File: config.mk
export PLATFORM = sky130hd
export DESIGN_NAME = sti_sqrt
export DESIGN_NICKNAME = d
export VERILOG_FILES = /design/src/rtl/sti_pkg.sv /design/src/rtl/sti_sqrt.sv
export SDC_FILE = /design/constraint.sdc
export NUM_CORES = 2
export LEC_CHECK = 0
export BUFFER_PORTS_ARGS = -buffer_cell sky130_fd_sc_hd__buf_2
export CORE_UTILIZATION = 30
export CTS_CLUSTER_DIAMETER = 100
export DETAILED_ROUTE_END_ITERATION = 8
export PLACE_DENSITY = 0.44
export SYNTH_ARGS = -nofsm -noshare
export SYNTH_HDL_FRONTEND = slang
export SYNTH_SLANG_ARGS = --single-unit
File: constraint.sdc
create_clock -name i_clk -period 6.2 [get_ports i_clk]
set_input_delay 0 -clock i_clk [delete_from_list [all_inputs] [get_ports i_clk]]
set_output_delay 0 -clock i_clk [all_outputs]
set_load 0.02 [all_outputs]
File: src/rtl/sti_pkg.sv
// Shared types and constants for the square-root temperature cross-section interpolator.
package sti_pkg;

    // Input word: temperature in unsigned 12.4 kelvin, cross sections in unsigned Q16.16.
    typedef struct packed {
        logic [15:0] temperature;
        logic [31:0] xs_at_low_ref;
        logic [31:0] xs_at_high_ref;
    } t_in_word;

    // Result word: signed Q16.16 value and clip flag.
    typedef struct packed {
        logic signed [31:0] weighted_xs;
        logic               saturated;
    } t_out_word;

    // Cross-section pair that rides along the divider and square-root pipes.
    typedef struct packed {
        logic [31:0] xs_at_low_ref;
        logic [31:0] xs_at_high_ref;
    } t_xs_pair;

    // Divider: 64 quotient bits, 4 per stage.
    localparam int DIV_BITS_PER_STAGE  = 4;
    localparam int DIV_STAGES          = 64 / DIV_BITS_PER_STAGE;
    // Square root: 32 root bits, 2 per stage.
    localparam int SQRT_BITS_PER_STAGE = 2;
    localparam int SQRT_STAGES         = 32 / SQRT_BITS_PER_STAGE;
    // Blend pipe depth.
    localparam int BLEND_STAGES        = 5;

    // 600 K in 12.4 format, scaled by 2^48.
    localparam logic [63:0] LOW_REF_DIVIDEND = 64'(9600) << 48;

    // (2 + sqrt2) and (1 + sqrt2) in Q30.
    localparam logic [31:0] TWO_PLUS_SQRT2_Q30 = 32'd3665983898;
    localparam logic [39:0] ONE_PLUS_SQRT2_Q30 = 40'd2592242074;

    // Output clip values.
    localparam logic [31:0] OUT_MAX = 32'h7FFF_FFFF;
    localparam logic [31:0] OUT_MIN = 32'h8000_0000;

endpackage

File: src/rtl/sti_sqrt.sv
// Pipelined digit-by-digit integer square root, 2 root bits per stage.
module sti_sqrt (
    input  logic              i_clk,
    input  logic              i_rst_n,
    input  logic              i_valid,
    input  logic [63:0]       i_radicand,
    input  sti_pkg::t_xs_pair i_xs,
    output logic              o_valid,
    output logic [30:0]       o_root,
    output sti_pkg::t_xs_pair o_xs
);

    localparam int N  = sti_pkg::SQRT_STAGES;
    localparam int BP = sti_pkg::SQRT_BITS_PER_STAGE;

    logic              r_vld  [N];
    logic [63:0]       r_rad  [N];
    logic [32:0]       r_rem  [N];
    logic [31:0]       r_root [N];
    sti_pkg::t_xs_pair r_xs   [N];

    logic [63:0]       n_rad  [N];
    logic [32:0]       n_rem  [N];
    logic [31:0]       n_root [N];

    // rem never exceeds 2*root, so 33 bits hold it between steps
    always_comb begin
        logic [63:0] rad;
        logic [32:0] rem;
        logic [31:0] root;
        logic [34:0] rem_sh;
        logic [34:0] trial;
        for (int s = 0; s < N; s++) begin
            if (s == 0) begin
                rad  = i_radicand;
                rem  = '0;
                root = '0;
            end else begin
                rad  = r_rad[s-1];
                rem  = r_rem[s-1];
                root = r_root[s-1];
            end
            for (int b = 0; b < BP; b++) begin
                rem_sh = {rem, rad[63:62]};
                rad    = {rad[61:0], 2'b00};
                trial  = {1'b0, root, 2'b01};
                if (rem_sh >= trial) begin
                    rem  = 33'(rem_sh - trial);
                    root = {root[30:0], 1'b1};
                end else begin
                    rem  = rem_sh[32:0];
                    root = {root[30:0], 1'b0};
                end
            end
            n_rad[s]  = rad;
            n_rem[s]  = rem;
            n_root[s] = root;
        end
    end

    always_ff @(posedge i_clk) begin
        if (!i_rst_n) begin
            for (int s = 0; s < N; s++) begin
                r_vld[s] <= 1'b0;
            end
        end else begin
            r_vld[0] <= i_valid;
            for (int s = 1; s < N; s++) begin
                r_vld[s] <= r_vld[s-1];
            end
        end
    end

    always_ff @(posedge i_clk) begin
        r_xs[0] <= i_xs;
        for (int s = 1; s < N; s++) begin
            r_xs[s] <= r_xs[s-1];
        end
        for (int s = 0; s < N; s++) begin
            r_rad[s]  <= n_rad[s];
            r_rem[s]  <= n_rem[s];
            r_root[s] <= n_root[s];
        end
    end

    // root of a value below 2^62 stays below 2^31
    assign o_valid = r_vld[N-1];
    assign o_root  = r_root[N-1][30:0];
    assign o_xs    = r_xs[N-1];

endmodule

==> parameters.txt <==
Parameter                              Value

Global route
  Number of antenna violations at the first check in global routing    9
  Overall global routing resource usage    15.5%
  Pin count of the biggest net entering global routing    44
  Overflow left after global routing    0
  Vias in the first global route    65.8k
  Global-route wire length before repair    372 mm

Route
  DRC marker count from the first detailed-route iteration    4,070
  ANT nets after route    0
  Via count    66.9k
  Number of DRC violations after detailed routing    0
  Routed wire per std cell    17.2 um
  Wire length after detailed routing    241 mm
  Vias per std cell    4.76
  First-pass DRT Iterations    6

Logic synthesis
  Syn. warnings    0
  Distinct cell type count after synthesis    113
  Average cell area after synthesis    9.87 um2
  Main flop type after synthesis    dfxtp_1
  Yosys top cell by area    dfxtp_1
  Share of the synthesized area in the top cell type    50.6%
  Cell with the most instances after synthesis    dfxtp_1
  Flip-flop and latch count after synthesis    2,264
  Synthesized cell area    89,600 um2
  Synthesized instance count    9,087
  Leading post-synthesis cells by instance count    2,264 x dfxtp_1, 651 x nand2_1, 642 x a21oi_1
  Number of enable flip-flop cells after synthesis    0
  Sequential-to-total area share from yosys stat    50.6%
  Top cells by area, synth    dfxtp_1 51%, ha_1 7.8%, xnor2_1 4.6%
  Share of flip-flops with an asynchronous set or reset    0%

Clock tree
  TritonCTS Sinks    2,264
  Clock Tree Root    clkbuf_16
  Clk slew on worst S/H paths    0.06 ns
  CTS tree    yes
  Clock insertion delay at the later pin of the skew report    0.91 ns
  TritonCTS buffer count    245
  Clock H-tree levels    4
  Largest buffer count on any clock path    4

Worst setup path
  Type of element launching the critical path    flop
  Kind of end point of the critical path    flop
  Worst reg-to-reg path cell count    21
  Worst endpoint required time    6.95 ns
  Data arrival time of the critical path    6.73 ns
  Start of the worst register-to-register path    r_rem[0][220]$_DFF_P_
  Worst-path fanout max    34
  Reg-to-reg setup timing slack    0.22 ns
  Reg2Reg Capture Point    r_rem[0][238]$_DFF_P_
  Critical Setup Path Class    flop to flop

Power and ir drop
  Power density normalized to cell area    401 nW/um2
  VDD IR max    0.257 mV
  Leakage    48.4 nW

Cells and area
  Fraction of final layout cells sized beyond drive strength 1    12.6%
  Final net count    10.6k
  Syn-to-layout area delta    21.3%

Outcome
  Outcome    finished, final reports clean

Floorplanning
  Die height    549 um
  Std-Cell Rows    200
  Die Footprint    301,000 um2
  I/O pin count    227
  Effective utilization at floorplan    30.2%
  Horizontal die dimension    549 um
  Area of the core    297,000 um2

Worst hold path
  Hold/Removal Path Class    primary input to flop
  Worst Hold Depth    4
  Hold worst-path end    r_rem[0][3]$_DFF_P_
  Worst hold start    i_radicand[61]

Timing
  Layout Skew    0.0799 ns
  Slack of the critical path    0.223 ns
  Final Critical Period    5.98 ns
  Fmax    167 MHz
  Worst hold-check slack    0.0969 ns
  Tightest Pin Transition    1.28 ns
  Setup violation total in the final timing report    0
  Slew headroom    14.5%
  Final Hold Viols    0
  Final worst path period share    96.4%
  Slew Limit Fails    0

Placed design
  Buffers added on ports    226
  HPWL reported at the end of detailed placement    189 mm
  Gpl congestion    0.932
  Setup WS pre-CTS    -0.383 ns

Job
  Total of max-cap violations    0
[report_power, final]
part	leakage, nW	switching [mW]	internal (mW)
clock	4.21	6.13	9.14
sequential	19.0	1.52	16.3
combinational	25.2	6.09	4.48
[critical path, cell delays in order (launching register included)]
cell and delay (ns):
dfxtp_1 0.39, or4_1 0.55, or4_1 0.57, nor3_2 0.32, nand3_1 0.26, or3_1 0.61
inv_2 0.11, buf_4 0.17, nand2_1 0.07, o31ai_1 0.10, ha_1 0.35, a21oi_1 0.16
nor2b_1 0.08, o41ai_1 0.31, buf_4 0.19, a21oi_1 0.09, a211oi_2 0.29, o221a_2 0.28
nand3b_1 0.12, nand4b_1 0.29, buf_12 0.24, mux2_2 0.32
[metal layers]
layer	part of all wire (%)	vias to the layer above	global-route usage [%]
met1	46	31500	20.0
met2	47	1419	26.2
met4	3.5	0	5.67
met5	0	-	0
met3	4.3	439	1.97
li1	-	33600	-
[sequential cells by signal, summed over array words and instances (netlist names)]
name	flops
r_vld	16
r_rem	473
r_xs	1024
r_rad	480
r_root	271
[stage by stage]
stage,power [mW],util (%),std cells,cell area (um2),setup TNS (ns)
after global routing,46.2,36.6,14100,109000,-0.00802
after detailed placement,28.4,32.7,13300,97200,-9.60
after global placement,28.5,32.7,13300,97200,-10.23
after floorplan,25.0,-,9089,89700,0
final,43.6,36.6,14100,109000,0
after CTS,44.3,36.5,14000,109000,0
[logic make-up after synthesis]
logic type               after synthesis  synth area share [%]
XOR/XNOR                             733                  7.17
flip-flops                          2264                  50.6
multiplexers                         120                  1.47
buffers and inverters                765                  3.56
AND/OR/NAND/NOR                     2501                  14.1
adder cells (fa/ha/maj)              557                  7.77
AO/OA/AOI/OAI                       2146                  15.3
other                                  1               0.00418
[area by class of cell]
type,count,area (um2)
Antenna cell,4,10.0
Clock buffer,323,6860
Clock inverter,134,1820
Fill cell,29800,188000
Inverter,481,1810
Multi-Input combinational cell,6060,41300
Sequential cell,2264,45300
Tap cell,3939,4930
Timing Repair Buffer,848,6630
Timing Repair inverter,1,7.51
[timing repair]
item	4_1_cts	5_1_grt
setup endpoints to repair	57	200
gates cloned	0	1
endpoints found under the hold margin	153	0
buffers inserted	0	1
pin swaps	1	5
hold buffers	265	0
gates resized for setup	6	34
[layout by cell type, fill, tap and decap left out, drive strengths merged, types with 78 or more instances in the layout]
cell type and count:
nor2 586, nor4 97, xor2 259, nand4 115, nand2 651, o21ai 471
buf 583, xnor2 474, dlygate4sd3 265, a211oi 78, a21oi 645, nand2b 100
clkbuf 323, ha 557, a31oi 78, nor3 221, dfxtp 2264, mux2 92
a21o 288, nand3 184, o21bai 86, inv 488
[worst max path at each step]
stage	startpoint	end	slack, ns	depth (start not counted)
6_report	r_rem[0][220]$_DFF_P_	r_rem[0][238]$_DFF_P_	0.22	21
5_1_grt	r_root[1][3]$_DFF_P_	r_rem[1][56]$_DFF_P_	-0.008	22
4_1_cts	r_root[1][14]$_DFF_P_	r_rem[1][65]$_DFF_P_	0.01	22
3_5_place_dp	r_root[1][176]$_DFF_P_	r_rem[1][217]$_DFF_P_	-0.38	26
3_3_place_gp	r_root[1][176]$_DFF_P_	r_rem[1][222]$_DFF_P_	-0.41	26
2_1_floorplan	r_root[1][150]$_DFF_P_	r_rem[1][172]$_DFF_P_	0.20	26
No activity file was read; power rests on OpenSTA's default activity.
