### src/rtl/sti_pkg.sv
// Shared types and constants for the square-root temperature cross-section interpolator.
package sti_pkg;

    // Input word: temperature in unsigned 12.4 kelvin, cross sections in unsigned Q16.16.
    typedef struct packed {
        logic [15:0] temperature;
        logic [31:0] xs_at_low_ref;
        logic [31:0] xs_at_high_ref;
    } t_in_word;

    // Result word: signed Q16.16 value and clip flag.
    typedef struct packed {
        logic signed [31:0] weighted_xs;
        logic               saturated;
    } t_out_word;

    // Cross-section pair that rides along the divider and square-root pipes.
    typedef struct packed {
        logic [31:0] xs_at_low_ref;
        logic [31:0] xs_at_high_ref;
    } t_xs_pair;

    // Divider: 64 quotient bits, 4 per stage.
    localparam int DIV_BITS_PER_STAGE  = 4;
    localparam int DIV_STAGES          = 64 / DIV_BITS_PER_STAGE;
    // Square root: 32 root bits, 2 per stage.
    localparam int SQRT_BITS_PER_STAGE = 2;
    localparam int SQRT_STAGES         = 32 / SQRT_BITS_PER_STAGE;
    // Blend pipe depth.
    localparam int BLEND_STAGES        = 5;

    // 600 K in 12.4 format, scaled by 2^48.
    localparam logic [63:0] LOW_REF_DIVIDEND = 64'(9600) << 48;

    // (2 + sqrt2) and (1 + sqrt2) in Q30.
    localparam logic [31:0] TWO_PLUS_SQRT2_Q30 = 32'd3665983898;
    localparam logic [39:0] ONE_PLUS_SQRT2_Q30 = 40'd2592242074;

    // Output clip values.
    localparam logic [31:0] OUT_MAX = 32'h7FFF_FFFF;
    localparam logic [31:0] OUT_MIN = 32'h8000_0000;

endpackage

### src/rtl/sti_divider.sv
// Pipelined restoring divider: constant dividend over the temperature code, 4 bits per stage.
module sti_divider (
    input  logic              i_clk,
    input  logic              i_rst_n,
    input  logic              i_valid,
    input  logic [15:0]       i_divisor,
    input  sti_pkg::t_xs_pair i_xs,
    output logic              o_valid,
    output logic [63:0]       o_quot,
    output sti_pkg::t_xs_pair o_xs
);

    localparam int N  = sti_pkg::DIV_STAGES;
    localparam int BP = sti_pkg::DIV_BITS_PER_STAGE;

    logic              r_vld [N];
    logic [15:0]       r_div [N];
    logic [15:0]       r_rem [N];
    logic [63:0]       r_quo [N];
    sti_pkg::t_xs_pair r_xs  [N];

    logic [15:0]       n_rem [N];
    logic [63:0]       n_quo [N];

    always_comb begin
        logic [15:0] rem;
        logic [63:0] quo;
        logic [15:0] dv;
        logic [16:0] trial;
        for (int s = 0; s < N; s++) begin
            if (s == 0) begin
                dv  = i_divisor;
                rem = '0;
                quo = '0;
            end else begin
                dv  = r_div[s-1];
                rem = r_rem[s-1];
                quo = r_quo[s-1];
            end
            for (int b = 0; b < BP; b++) begin
                trial = {rem, sti_pkg::LOW_REF_DIVIDEND[63 - BP*s - b]};
                if (trial >= {1'b0, dv}) begin
                    rem = 16'(trial - {1'b0, dv});
                    quo = {quo[62:0], 1'b1};
                end else begin
                    rem = trial[15:0];
                    quo = {quo[62:0], 1'b0};
                end
            end
            n_rem[s] = rem;
            n_quo[s] = quo;
        end
    end

    always_ff @(posedge i_clk) begin
        if (!i_rst_n) begin
            for (int s = 0; s < N; s++) begin
                r_vld[s] <= 1'b0;
            end
        end else begin
            r_vld[0] <= i_valid;
            for (int s = 1; s < N; s++) begin
                r_vld[s] <= r_vld[s-1];
            end
        end
    end

    always_ff @(posedge i_clk) begin
        r_div[0] <= i_divisor;
        r_xs[0]  <= i_xs;
        for (int s = 1; s < N; s++) begin
            r_div[s] <= r_div[s-1];
            r_xs[s]  <= r_xs[s-1];
        end
        for (int s = 0; s < N; s++) begin
            r_rem[s] <= n_rem[s];
            r_quo[s] <= n_quo[s];
        end
    end

    assign o_valid = r_vld[N-1];
    assign o_quot  = r_quo[N-1];
    assign o_xs    = r_xs[N-1];

endmodule

### config.mk
export PLATFORM = sky130hd
export DESIGN_NAME = sti_divider
export DESIGN_NICKNAME = d
export VERILOG_FILES = /design/src/rtl/sti_pkg.sv /design/src/rtl/sti_divider.sv
export SDC_FILE = /design/constraint.sdc
export NUM_CORES = 2
export LEC_CHECK = 0
export BUFFER_PORTS_ARGS = -buffer_cell sky130_fd_sc_hd__clkbuf_2
export CAP_MARGIN = 20
export CORE_ASPECT_RATIO = 1.25
export CORE_MARGIN = 10
export CORE_UTILIZATION = 55
export DETAILED_ROUTE_END_ITERATION = 10
export PLACE_DENSITY = 0.72
export RECOVER_POWER = 50
export SYNTH_ARGS = -nofsm -noshare
export SYNTH_HDL_FRONTEND = slang
export SYNTH_SLANG_ARGS = --single-unit
### constraint.sdc
create_clock -name i_clk -period 13.15 [get_ports i_clk]
set_input_delay 1.315 -clock i_clk [delete_from_list [all_inputs] [get_ports i_clk]]
set_output_delay 1.315 -clock i_clk [all_outputs]
set_load 0.02 [all_outputs]
==> summary.md <==
| Metric | Value |
|---|---|
| Clock root cell | `clkbuf_16` |
| Die height | `490 microns` |
| Worst path bufs/invs | `5` |
| Largest net degree at the start of global routing | `26` |
| WL met1 | `99.5 mm` |
| Main synth FF type | `dfxtp_1` |
| Share of layout cells above drive strength 1 | `12.8%` |
| Flop-to-flop setup slack | `1.20 ns` |
| Worst Setup EP | `r_rem[1][110]` |
| Synth warn | `0` |
| CP Class | `flip-flop to flip-flop` |
| Post-DR wirelength/cell | `~19 microns` |
| Post-cts hold buffer count | `0` |
| Initial DRC Count | `between 4000 and 5000` |
| Period utilisation layout | `90.9%` |
| Mapped cell area | `97300 sq um` |
| Gpl congestion | `approximately 0.95` |
| Final Max Slew Viols | `0` |
| Slew @ Worst Pin | `1.05 ns` |
| Crit. Startpoint | `r_div[1][92]` |
| Largest stage delay on the critical path | `0.67 ns` |
| # IOs | `212` |
| Slew headroom | `29.0%` |
| Max clock buf depth | `3` |
| Avg Synthesized Cell Area | `9.94 sq um` |
| Hold Path Class | `flip-flop to flip-flop` |
| Total Wirelength | `241 mm` |
| Total gr overflow | `0` |
| Register area share after synthesis | `42.5%` |
| Placed cell count | `12200` |
| Crit-path max FO | `18` |
| Initial Utilization | `55.3%` |
| RR Startpoint | `r_div[1][92]` |
| Top delay family on crit path | `compound AO/OA/AOI/OAI gates` |
| Depth of the CTS H-tree | `4` |
| CP Launch Type | `flip-flop` |
| CP required | `~14 ns` |
| Data arrival time of the critical path | `12.67 ns` |
| Core footprint | `approximately 180000 sq um` |
| IO Port Bufs | `211` |
| Reg2reg path depth | `42` |
| Max Cap Viol | `0` |
| Number of enable flip-flop cells after synthesis | `0` |
| Area growth syn-to-layout | `10.4%` |
| DR DRC count | `0` |
| Highest Signal Layer | `met5` |
| Clock sinks | `between 2000 and 2500` |
| DRT Pass-1 Iters | `8` |
| Fin Setup TNS | `0 ns` |
| Met3 WL post-DR | `9.87 mm` |
| Metal2 WL | `119 mm` |
| HPWL after DPL | `approximately 190 mm` |
| Full die area | `194000 sq um` |
| Worst-path clk slew | `0.06 ns` |
| WHS | `0.291 ns` |
| Via density | `roughly 5.7` |
| Die span in x | `396 microns` |
| Worst skew pair latency | `around 0.85 ns` |
| R2R Path End | `r_rem[1][110]` |
| Final Non-Filler Cells | `12500` |
| Setup Fix Bufs, Post-CTS | `0` |
| Crit path time final | `approximately 12 ns` |
| # setup viols final | `0` |
| Total track usage | `23.8%` |
| Post-synthesis register bit count | `roughly 2100` |
| Final Hold Viols | `0` |
| # rows | `roughly 170` |
| Worst path slowest cell | `a21oi_2` |
| RSZ-0062 raised after global routing | `no` |
| Yosys cell types | `115` |
| Core Util, Final | `61.1%` |
| Vias in the first global route | `~72000` |
| Syn Inst Count | `9786` |
| Fmax achieved | `83.7 MHz` |
| Fillers | `between 10000 and 15000` |
| Outcome | `finished, final reports clean` |
| Nets | `~11000` |
| Post-synth ARST share | `0%` |
| CTS tree | `yes` |
| CTS buffer count | `189` |
| Vias | `72000` |
| Layout Skew | `slightly above 0.07 ns` |
| CP endpoint kind | `flip-flop` |
| Post-route ant nets | `0` |
| Initial antenna violation count | `6` |
| Crit path depth | `42` |
| First-pass GRT wire length | `379 mm` |
## cells in the final DEF, fill, tap and decap left out, types with 77 or more instances in the layout
cell / n
dfxtp_1: 2064
ha_1: 962
a21oi_1: 677
nor2_1: 643
mux2_2: 569
inv_1: 499
xnor2_1: 499
o21ai_0: 459
nand2_1: 445
a21o_1: 368
xor2_1: 241
clkbuf_2: 211
nor3_1: 202
clkbuf_16: 189
o21a_1: 165
nand3_1: 162
nand4_1: 127
o21bai_1: 125
nor2b_1: 118
nand2b_1: 95
a211oi_1: 80
or3_1: 77
## registers in the layout, indices dropped and copies added (netlist names)
name,count
r_xs,1024
r_rem,240
r_quo,544
r_div,240
r_vld,16
## cell type report
type / instances / area [sq um] / share of cell area, %
inverters: 515 / 1930 / 1.80
clock buffers: 245 / 5280 / 4.92
well taps: 2349 / 2940 / 2.74
flip-flops and latches: 2064 / 41300 / 38.5
multi-input cells: 7003 / 52900 / 49.3
repair buffers: 259 / 1420 / 1.32
clock inverters: 107 / 1560 / 1.45
diodes: 1 / 2.50 / 0.00233
## cells in the mapped netlist, drive strengths merged, types with 16 or more instances
library cell	n	area, sq um
nor4	39	244
o31a	38	333
o21ai	467	2340
nand3	162	811
dfxtp	2064	41300
a21oi	683	3440
o211a	20	208
and4	17	149
fa	18	360
clkbuf	87	327
mux2i	49	507
nand3b	19	143
and2	69	432
xnor2	499	4370
o211ai	64	490
ha	962	12000
o31ai	70	539
or3	77	482
a31oi	68	444
o21bai	125	938
a311oi	19	173
inv	513	1930
buf	123	795
a2111oi	31	303
a211o	32	280
nand4	127	795
or2	42	263
and3	56	350
xor2	241	2110
nor3	205	1040
a21o	368	2760
a211oi	82	626
a21boi	30	233
nor2b	118	738
mux2	577	6520
a31o	27	236
a41oi	16	148
nand2b	95	594
o21a	165	1240
nand2	445	1670
nor2	648	2450
o41ai	25	219
## logic make-up (layout without fill, tap and decap cells)
| kind of cell | count (synthesis) | in the layout | synth area share [%] |
|---|---|---|---|
| adder cells (fa/ha/maj) | 980 | 980 | 12.7 |
| other | 1 | 8 | 0.00386 |
| flip-flops | 2064 | 2064 | 42.5 |
| AND/OR/NAND/NOR | 2172 | 2172 | 10.9 |
| XOR/XNOR | 740 | 740 | 6.66 |
| buffers and inverters | 725 | 1126 | 3.14 |
| AO/OA/AOI/OAI | 2478 | 2478 | 16.8 |
| multiplexers | 626 | 626 | 7.23 |
## what timing repair did
action                     4_1_cts  5_1_grt
gates resized for setup          0        1
hold endpoints to repair         0        0
setup endpoints to repair        0        8
## how the worst min path moves through the flow
| stage | endpoint | startpoint | slack, ns | cells after the start |
|---|---|---|---|---|
| 6_report | r_xs[1][396] | r_xs[1][332] | 0.29 | 0 |
| 5_1_grt | r_xs[0][446] | r_xs[0][382] | 0.29 | 0 |
| 2_1_floorplan | r_quo[0][132] | r_quo[0][64] | 0.31 | 0 |
| 4_1_cts | r_xs[1][396] | r_xs[1][332] | 0.29 | 0 |
| 3_3_place_gp | r_xs[0][445] | r_xs[0][381] | 0.31 | 0 |
| 3_5_place_dp | r_quo[0][388] | r_quo[0][320] | 0.31 | 0 |
## metrics by stage
step | setup WS, ns | instance area, sq um
after floorplan | 2.36 | 97300
after global placement | 1.51 | 101000
after detailed placement | 1.32 | 101000
after CTS | 1.28 | 107000
after global routing | 0.164 | 107000
final | 1.20 | 107000
## routing by layer
metal	GRT usage, %	vias to the layer above
met1	27.4	33900
met5	0	-
met3	3.20	626
li1	-	35600
met2	42.8	1827
met4	11.6	2
## worst register-to-register path: cells and delay by family (launching register included)
| family | cells | cell delay [ns] |
|---|---|---|
| AOI/OAI and AO/OA | 19 | 4.96 |
| adders and majority gates | 4 | 1.45 |
| buffers and inverters | 5 | 1.18 |
| DFF | 1 | 0.48 |
| muxes | 4 | 1.46 |
| and+or+nand+nor | 10 | 2.31 |
Power is not shown: default switching activity piles up to over one toggle a cycle in this logic, so the estimate is an artifact.
