[src/rtl/sti_pkg.sv]
// Shared types and constants for the square-root temperature cross-section interpolator.
package sti_pkg;

    // Input word: temperature in unsigned 12.4 kelvin, cross sections in unsigned Q16.16.
    typedef struct packed {
        logic [15:0] temperature;
        logic [31:0] xs_at_low_ref;
        logic [31:0] xs_at_high_ref;
    } t_in_word;

    // Result word: signed Q16.16 value and clip flag.
    typedef struct packed {
        logic signed [31:0] weighted_xs;
        logic               saturated;
    } t_out_word;

    // Cross-section pair that rides along the divider and square-root pipes.
    typedef struct packed {
        logic [31:0] xs_at_low_ref;
        logic [31:0] xs_at_high_ref;
    } t_xs_pair;

    // Divider: 64 quotient bits, 4 per stage.
    localparam int DIV_BITS_PER_STAGE  = 4;
    localparam int DIV_STAGES          = 64 / DIV_BITS_PER_STAGE;
    // Square root: 32 root bits, 2 per stage.
    localparam int SQRT_BITS_PER_STAGE = 2;
    localparam int SQRT_STAGES         = 32 / SQRT_BITS_PER_STAGE;
    // Blend pipe depth.
    localparam int BLEND_STAGES        = 5;

    // 600 K in 12.4 format, scaled by 2^48.
    localparam logic [63:0] LOW_REF_DIVIDEND = 64'(9600) << 48;

    // (2 + sqrt2) and (1 + sqrt2) in Q30.
    localparam logic [31:0] TWO_PLUS_SQRT2_Q30 = 32'd3665983898;
    localparam logic [39:0] ONE_PLUS_SQRT2_Q30 = 40'd2592242074;

    // Output clip values.
    localparam logic [31:0] OUT_MAX = 32'h7FFF_FFFF;
    localparam logic [31:0] OUT_MIN = 32'h8000_0000;

endpackage

[src/rtl/sti_blend.sv]
// Weight, product and saturating sum: five register stages after the square root.
module sti_blend (
    input  logic               i_clk,
    input  logic               i_rst_n,
    input  logic               i_valid,
    input  logic [30:0]        i_root,
    input  sti_pkg::t_xs_pair  i_xs,
    output logic               o_valid,
    output sti_pkg::t_out_word o_result
);

    logic [sti_pkg::BLEND_STAGES-1:0] r_vld;

    // stage 1
    logic [62:0]        r_prod;
    logic signed [32:0] r_diff;
    logic [31:0]        r_hi1;
    // stage 2
    logic [38:0]        r_wmag;
    logic [31:0]        r_dmag;
    logic               r_neg2;
    logic [31:0]        r_hi2;
    // stage 3
    logic [50:0]        r_pa;
    logic [51:0]        r_pb;
    logic               r_neg3;
    logic [31:0]        r_hi3;
    // stage 4
    logic [40:0]        r_mag;
    logic               r_neg4;
    logic [31:0]        r_hi4;
    // stage 5
    sti_pkg::t_out_word r_result;

    logic [62:0]        n_prod;
    logic signed [32:0] n_diff;
    logic signed [39:0] n_w;
    logic [38:0]        n_wmag;
    logic [31:0]        n_dmag;
    logic [50:0]        n_pa;
    logic [51:0]        n_pb;
    logic [71:0]        n_sum;
    logic signed [43:0] n_p;
    logic signed [43:0] n_r;
    sti_pkg::t_out_word n_result;

    always_comb begin
        n_prod = 63'(i_root) * 63'(sti_pkg::TWO_PLUS_SQRT2_Q30);
        n_diff = $signed({1'b0, i_xs.xs_at_low_ref}) - $signed({1'b0, i_xs.xs_at_high_ref});

        // w = s*(2+sqrt2) - (1+sqrt2), Q30
        n_w    = $signed({1'b0, r_prod[62:24]}) - $signed(sti_pkg::ONE_PLUS_SQRT2_Q30);
        n_wmag = n_w[39] ? 39'(-n_w) : n_w[38:0];
        n_dmag = r_diff[32] ? 32'(-r_diff) : r_diff[31:0];

        // split multiply, weight in a 19-bit upper and a 20-bit lower half
        n_pa = 51'(r_wmag[38:20]) * 51'(r_dmag);
        n_pb = 52'(r_wmag[19:0]) * 52'(r_dmag);

        n_sum = {1'b0, r_pa, 20'd0} + 72'(r_pb);

        n_p = r_neg4 ? -$signed({3'b000, r_mag}) : $signed({3'b000, r_mag});
        n_r = $signed({12'd0, r_hi4}) + n_p;
        // in range when bits 43..31 all agree
        if (n_r[43:31] == '0 || n_r[43:31] == '1) begin
            n_result.weighted_xs = n_r[31:0];
            n_result.saturated   = 1'b0;
        end else begin
            n_result.weighted_xs = n_r[43] ? sti_pkg::OUT_MIN : sti_pkg::OUT_MAX;
            n_result.saturated   = 1'b1;
        end
    end

    always_ff @(posedge i_clk) begin
        if (!i_rst_n) begin
            r_vld <= '0;
        end else begin
            r_vld <= {r_vld[sti_pkg::BLEND_STAGES-2:0], i_valid};
        end
    end

    always_ff @(posedge i_clk) begin
        r_prod   <= n_prod;
        r_diff   <= n_diff;
        r_hi1    <= i_xs.xs_at_high_ref;

        r_wmag   <= n_wmag;
        r_dmag   <= n_dmag;
        r_neg2   <= r_diff[32] ^ n_w[39];
        r_hi2    <= r_hi1;

        r_pa     <= n_pa;
        r_pb     <= n_pb;
        r_neg3   <= r_neg2;
        r_hi3    <= r_hi2;

        r_mag    <= n_sum[70:30];
        r_neg4   <= r_neg3;
        r_hi4    <= r_hi3;

        r_result <= n_result;
    end

    assign o_valid  = r_vld[sti_pkg::BLEND_STAGES-1];
    assign o_result = r_result;

endmodule

[config.mk]
export PLATFORM = sky130hd
export DESIGN_NAME = sti_blend
export DESIGN_NICKNAME = d
export VERILOG_FILES = /design/src/rtl/sti_pkg.sv /design/src/rtl/sti_blend.sv
export SDC_FILE = /design/constraint.sdc
export NUM_CORES = 2
export LEC_CHECK = 0
export ABC_AREA = 1
export ABC_CLOCK_PERIOD_IN_PS = 7600
export BUFFER_PORTS_ARGS = -buffer_cell sky130_fd_sc_hd__buf_4
export CORE_MARGIN = 8
export CORE_UTILIZATION = 55
export DETAILED_ROUTE_END_ITERATION = 6
export PLACE_DENSITY_LB_ADDON = 0.2
export SYNTH_ARGS = -nofsm -noshare
export SYNTH_HDL_FRONTEND = slang
export SYNTH_SLANG_ARGS = --single-unit
[constraint.sdc]
create_clock -name i_clk -period 7.6 [get_ports i_clk]
set_clock_uncertainty 0.2 [all_clocks]
set_input_delay 0.38 -clock i_clk [delete_from_list [all_inputs] [get_ports i_clk]]
set_output_delay 0.38 -clock i_clk [all_outputs]
set_load 0.01 [all_outputs]
==> key figures <==
Run status
  • Result of the run: complete, no violations

Synthesis
  • Share of the yosys chip area belonging to registers: 11.5%
  • Synth Register Bits: 436
  • Area leader, netlist: fa_1
  • Net Count, Synth: 11.8k
  • Synth async-reset ratio: 0%
  • Synth warn: 0
  • Top cells by area, synth: fa_1, inv_1, ha_1
  • Post-synth EDFFs: 0
  • Synthesized area: 0.0762 mm^2
  • Netlist cell types: 55
  • Syn Inst Count: 9502
  • Top-area cell type share of the netlist area: 37.2%
  • Top_reg_cell synth: dfxtp_1
  • Avg Cell Area, Syn: 8.02 um^2

Drt
  • Vias per cell: 5.28
  • DR iter-0 viols: 4715
  • Routed vias: 60.9k
  • Residual DRC: 0
  • Avg WL per Cell: 20.0 um
  • Drt first pass iters: 6
  • Drt total wl: 230000 um
  • Routed Antenna Nets: 0

Timing
  • Headroom to the max-slew limit: 17.3%
  • Final Setup Violations: 0
  • Final setup TNS: 0 ps
  • Fin. Hold Viols: 0
  • RSZ-0062 raised after global routing: false
  • Final cycle utilization of the critical path: 97.0%
  • Actual slew at the worst max-slew pin: 1240 ps
  • Final Critical Period: 7370 ps
  • Slew Limit Fails: 0
  • Fmax achieved: 136 MHz

Floorplanning
  • Die area: 0.151 mm^2
  • Row count: 136
  • Die X: 388 um
  • # IOs: 132
  • Initial Util: 55.4%
  • Die H: 388 um
  • Core ar.: 0.137 mm^2

Final layout
  • Post-Layout Cell Count: 11.5k
  • Share of post-route cells with drive strength above 1: 4.88%
  • Area added between synthesis and finish: 8.57%
  • Final core utilization: 60.2%
  • Nets@finish: 12.0k

Setup path
  • Setup crit end kind: flop
  • Critical Path Slowest Stage Cell: dfxtp_1
  • CP max stage delay: 930 ps
  • Req. time, crit path: 7910 ps
  • Crit start category: flop
  • Critical path class: reg -> reg
  • Crit-path cells: buf_4 > buf_4 > nand2_1 > fa_1 > fa_1 > fa_1 > fa_1 > fa_1 > fa_1 > inv_1 > ha_1 > nand2_1 > nor2_1 > inv_1 > nor3_1 > buf_4 > nand4_1 > buf_4 > o2111ai_1 > a31oi_1 > xnor2_1
  • Worst EP arrival: 7680 ps
  • Buffers & Inverters on Critical Path: 6
  • CP top delay family: adder cells
  • CP max FO: 16
  • CP most frequent cell: fa_1

Clock tree
  • Clk_lat worst skew: 640 ps
  • CTS Buf Count: 50
  • CTS tree: built
  • CTS Buffer Depth: 3
  • Clock root buffer: clkbuf_16
  • Clock slew at reported path FFs: 60 ps
  • H-tree Lvls: 2
  • Clk sinks: 436

Global routing
  • All-Layer GR Usage: 30.5%
  • First-pass GRT wire length: 361000 um
  • Initial antenna violation count: 2
  • Largest net degree at the start of global routing: 40
  • GR Overflow Total: 0
  • Vias in the first global route: 63.7k

Placed design
  • Dpl cells: 11.4k
  • Final HPWL DP: 195000 um
  • Port Buffer Count: 131
  • GP Congestion: 0.976

Worst hold path
  • Hold/Removal Path Class: reg -> reg

Job
  • Max Cap Viol: 0
## metal layers
layer  global-route usage (%)  wire length, um  part of all wire, %  up-vias
li1                         -                -                    -    28200
met1                     40.9            96600                   42    30000
met2                     50.3           107000                   46     2195
met3                     4.86            17100                  7.4      438
met4                     10.7             9810                  4.3        0
met5                        0                0                    0        -
## flip-flops by register name, indices dropped and copies added, names as in the netlist, 33 cells and up
register	flops
o_result	33
r_diff	33
r_mag	41
r_pa	51
r_prod	39
r_wmag	39
## cells in the mapped netlist, types with 3 or more instances
library cell / number
nand2_1: 2082
nand4_1: 44
buf_2: 5
o2111ai_1: 3
nor2_2: 10
o31ai_1: 4
a221oi_1: 9
nand2_2: 16
dfxtp_1: 436
a31oi_1: 96
clkbuf_1: 225
a21oi_1: 328
ha_1: 750
buf_6: 6
buf_1: 25
xnor2_1: 134
and3_1: 5
o221ai_1: 5
nor3_1: 53
nor4_1: 22
o21ai_0: 184
a211oi_1: 4
nand3_1: 151
nand3_2: 6
a21boi_0: 12
o41ai_1: 3
fa_1: 1417
inv_1: 2635
o21a_1: 30
a311oi_1: 3
o21bai_1: 19
a21o_1: 26
nor2_1: 496
nand3b_1: 10
or2_2: 5
xor2_1: 200
nor2_4: 4
and2_1: 4
o211ai_1: 12
## final cells by class
type	instances	area, um^2
multi-input combinational	6165	56500
fill	12500	54700
inverter	2637	9900
sequential	436	8730
timing repair buffer	405	3540
tap	1794	2240
clock buffer	61	1350
clock inverter	30	452
antenna	2	5.00
## cell families after synthesis
| logic type | count (synthesis) | share of synthesized area [%] |
|---|---|---|
| buffers and inverters | 2901 | 14.4 |
| DFF | 436 | 11.5 |
| and+or+nand+nor | 2917 | 15.2 |
| AOI/OAI and AO/OA | 747 | 5.56 |
| xor gates and xnor gates | 334 | 3.84 |
| adders and majority gates | 2167 | 49.5 |
## worst register-to-register path: cells and delay by family (launching register included)
| kind | cells | cell delay, ps |
|---|---|---|
| adder cells (fa/ha/maj) | 7 | 3440 |
| AO/OA/AOI/OAI | 2 | 410 |
| XOR/XNOR | 1 | 170 |
| buffers and inverters | 6 | 1240 |
| AND/OR/NAND/NOR | 5 | 880 |
| flip-flops | 1 | 930 |
## placed cells by master, fill, tap and decap left out, drive strengths merged, types with 3 or more instances in the layout
cell type,n
nor2,510
a21boi,12
fa,1417
xor2,200
a311oi,3
nand3b,10
ha,750
o2111ai,3
bufinv,8
nor3,54
xnor2,134
dlygate4sd3,68
a31oi,96
o31ai,4
a211oi,4
nand2,2100
o21a,30
nand3,157
o21ai,186
or2,6
a21oi,328
nand4,45
dfxtp,436
a21o,26
and3,6
inv,2644
o221ai,5
o21bai,20
nor4,22
o211ai,12
and2,4
a221oi,9
clkinv,9
o41ai,3
buf,337
clkbuf,61
clkinvlp,6
## through the flow
stage                     hold slack, ps  setup slack (ps)  instance area (um^2)
after floorplan                      110              1130                 76200
after global placement               110               243                 80300
after detailed placement             112               260                 80300
after CTS                            121               280                 82700
after global routing                 132              8.59                 82800
final                                117               229                 82800
## final timing paths
| check | startpoint | endpoint | slack, ps | depth (start not counted) |
|---|---|---|---|---|
| max | r_dmag[18] | r_pa[47] | 230 | 21 |
| min | r_hi1[0] | r_hi2[0] | 120 | 0 |
| max reg2reg | r_dmag[18] | r_pa[47] | 230 | 21 |
| min reg2reg | r_hi1[0] | r_hi2[0] | 120 | 0 |
## timing repair
item                                    4_1_cts  5_1_grt
hold buffers                                 68        0
resized for setup                             0        2
buffers inserted                              0        0
hold endpoints to repair                     70        0
endpoints found under the setup margin        0        2
Power is left out: the tool's default activity adds up to more than one toggle a clock period on the data nets, which glitch-free logic cannot reach.
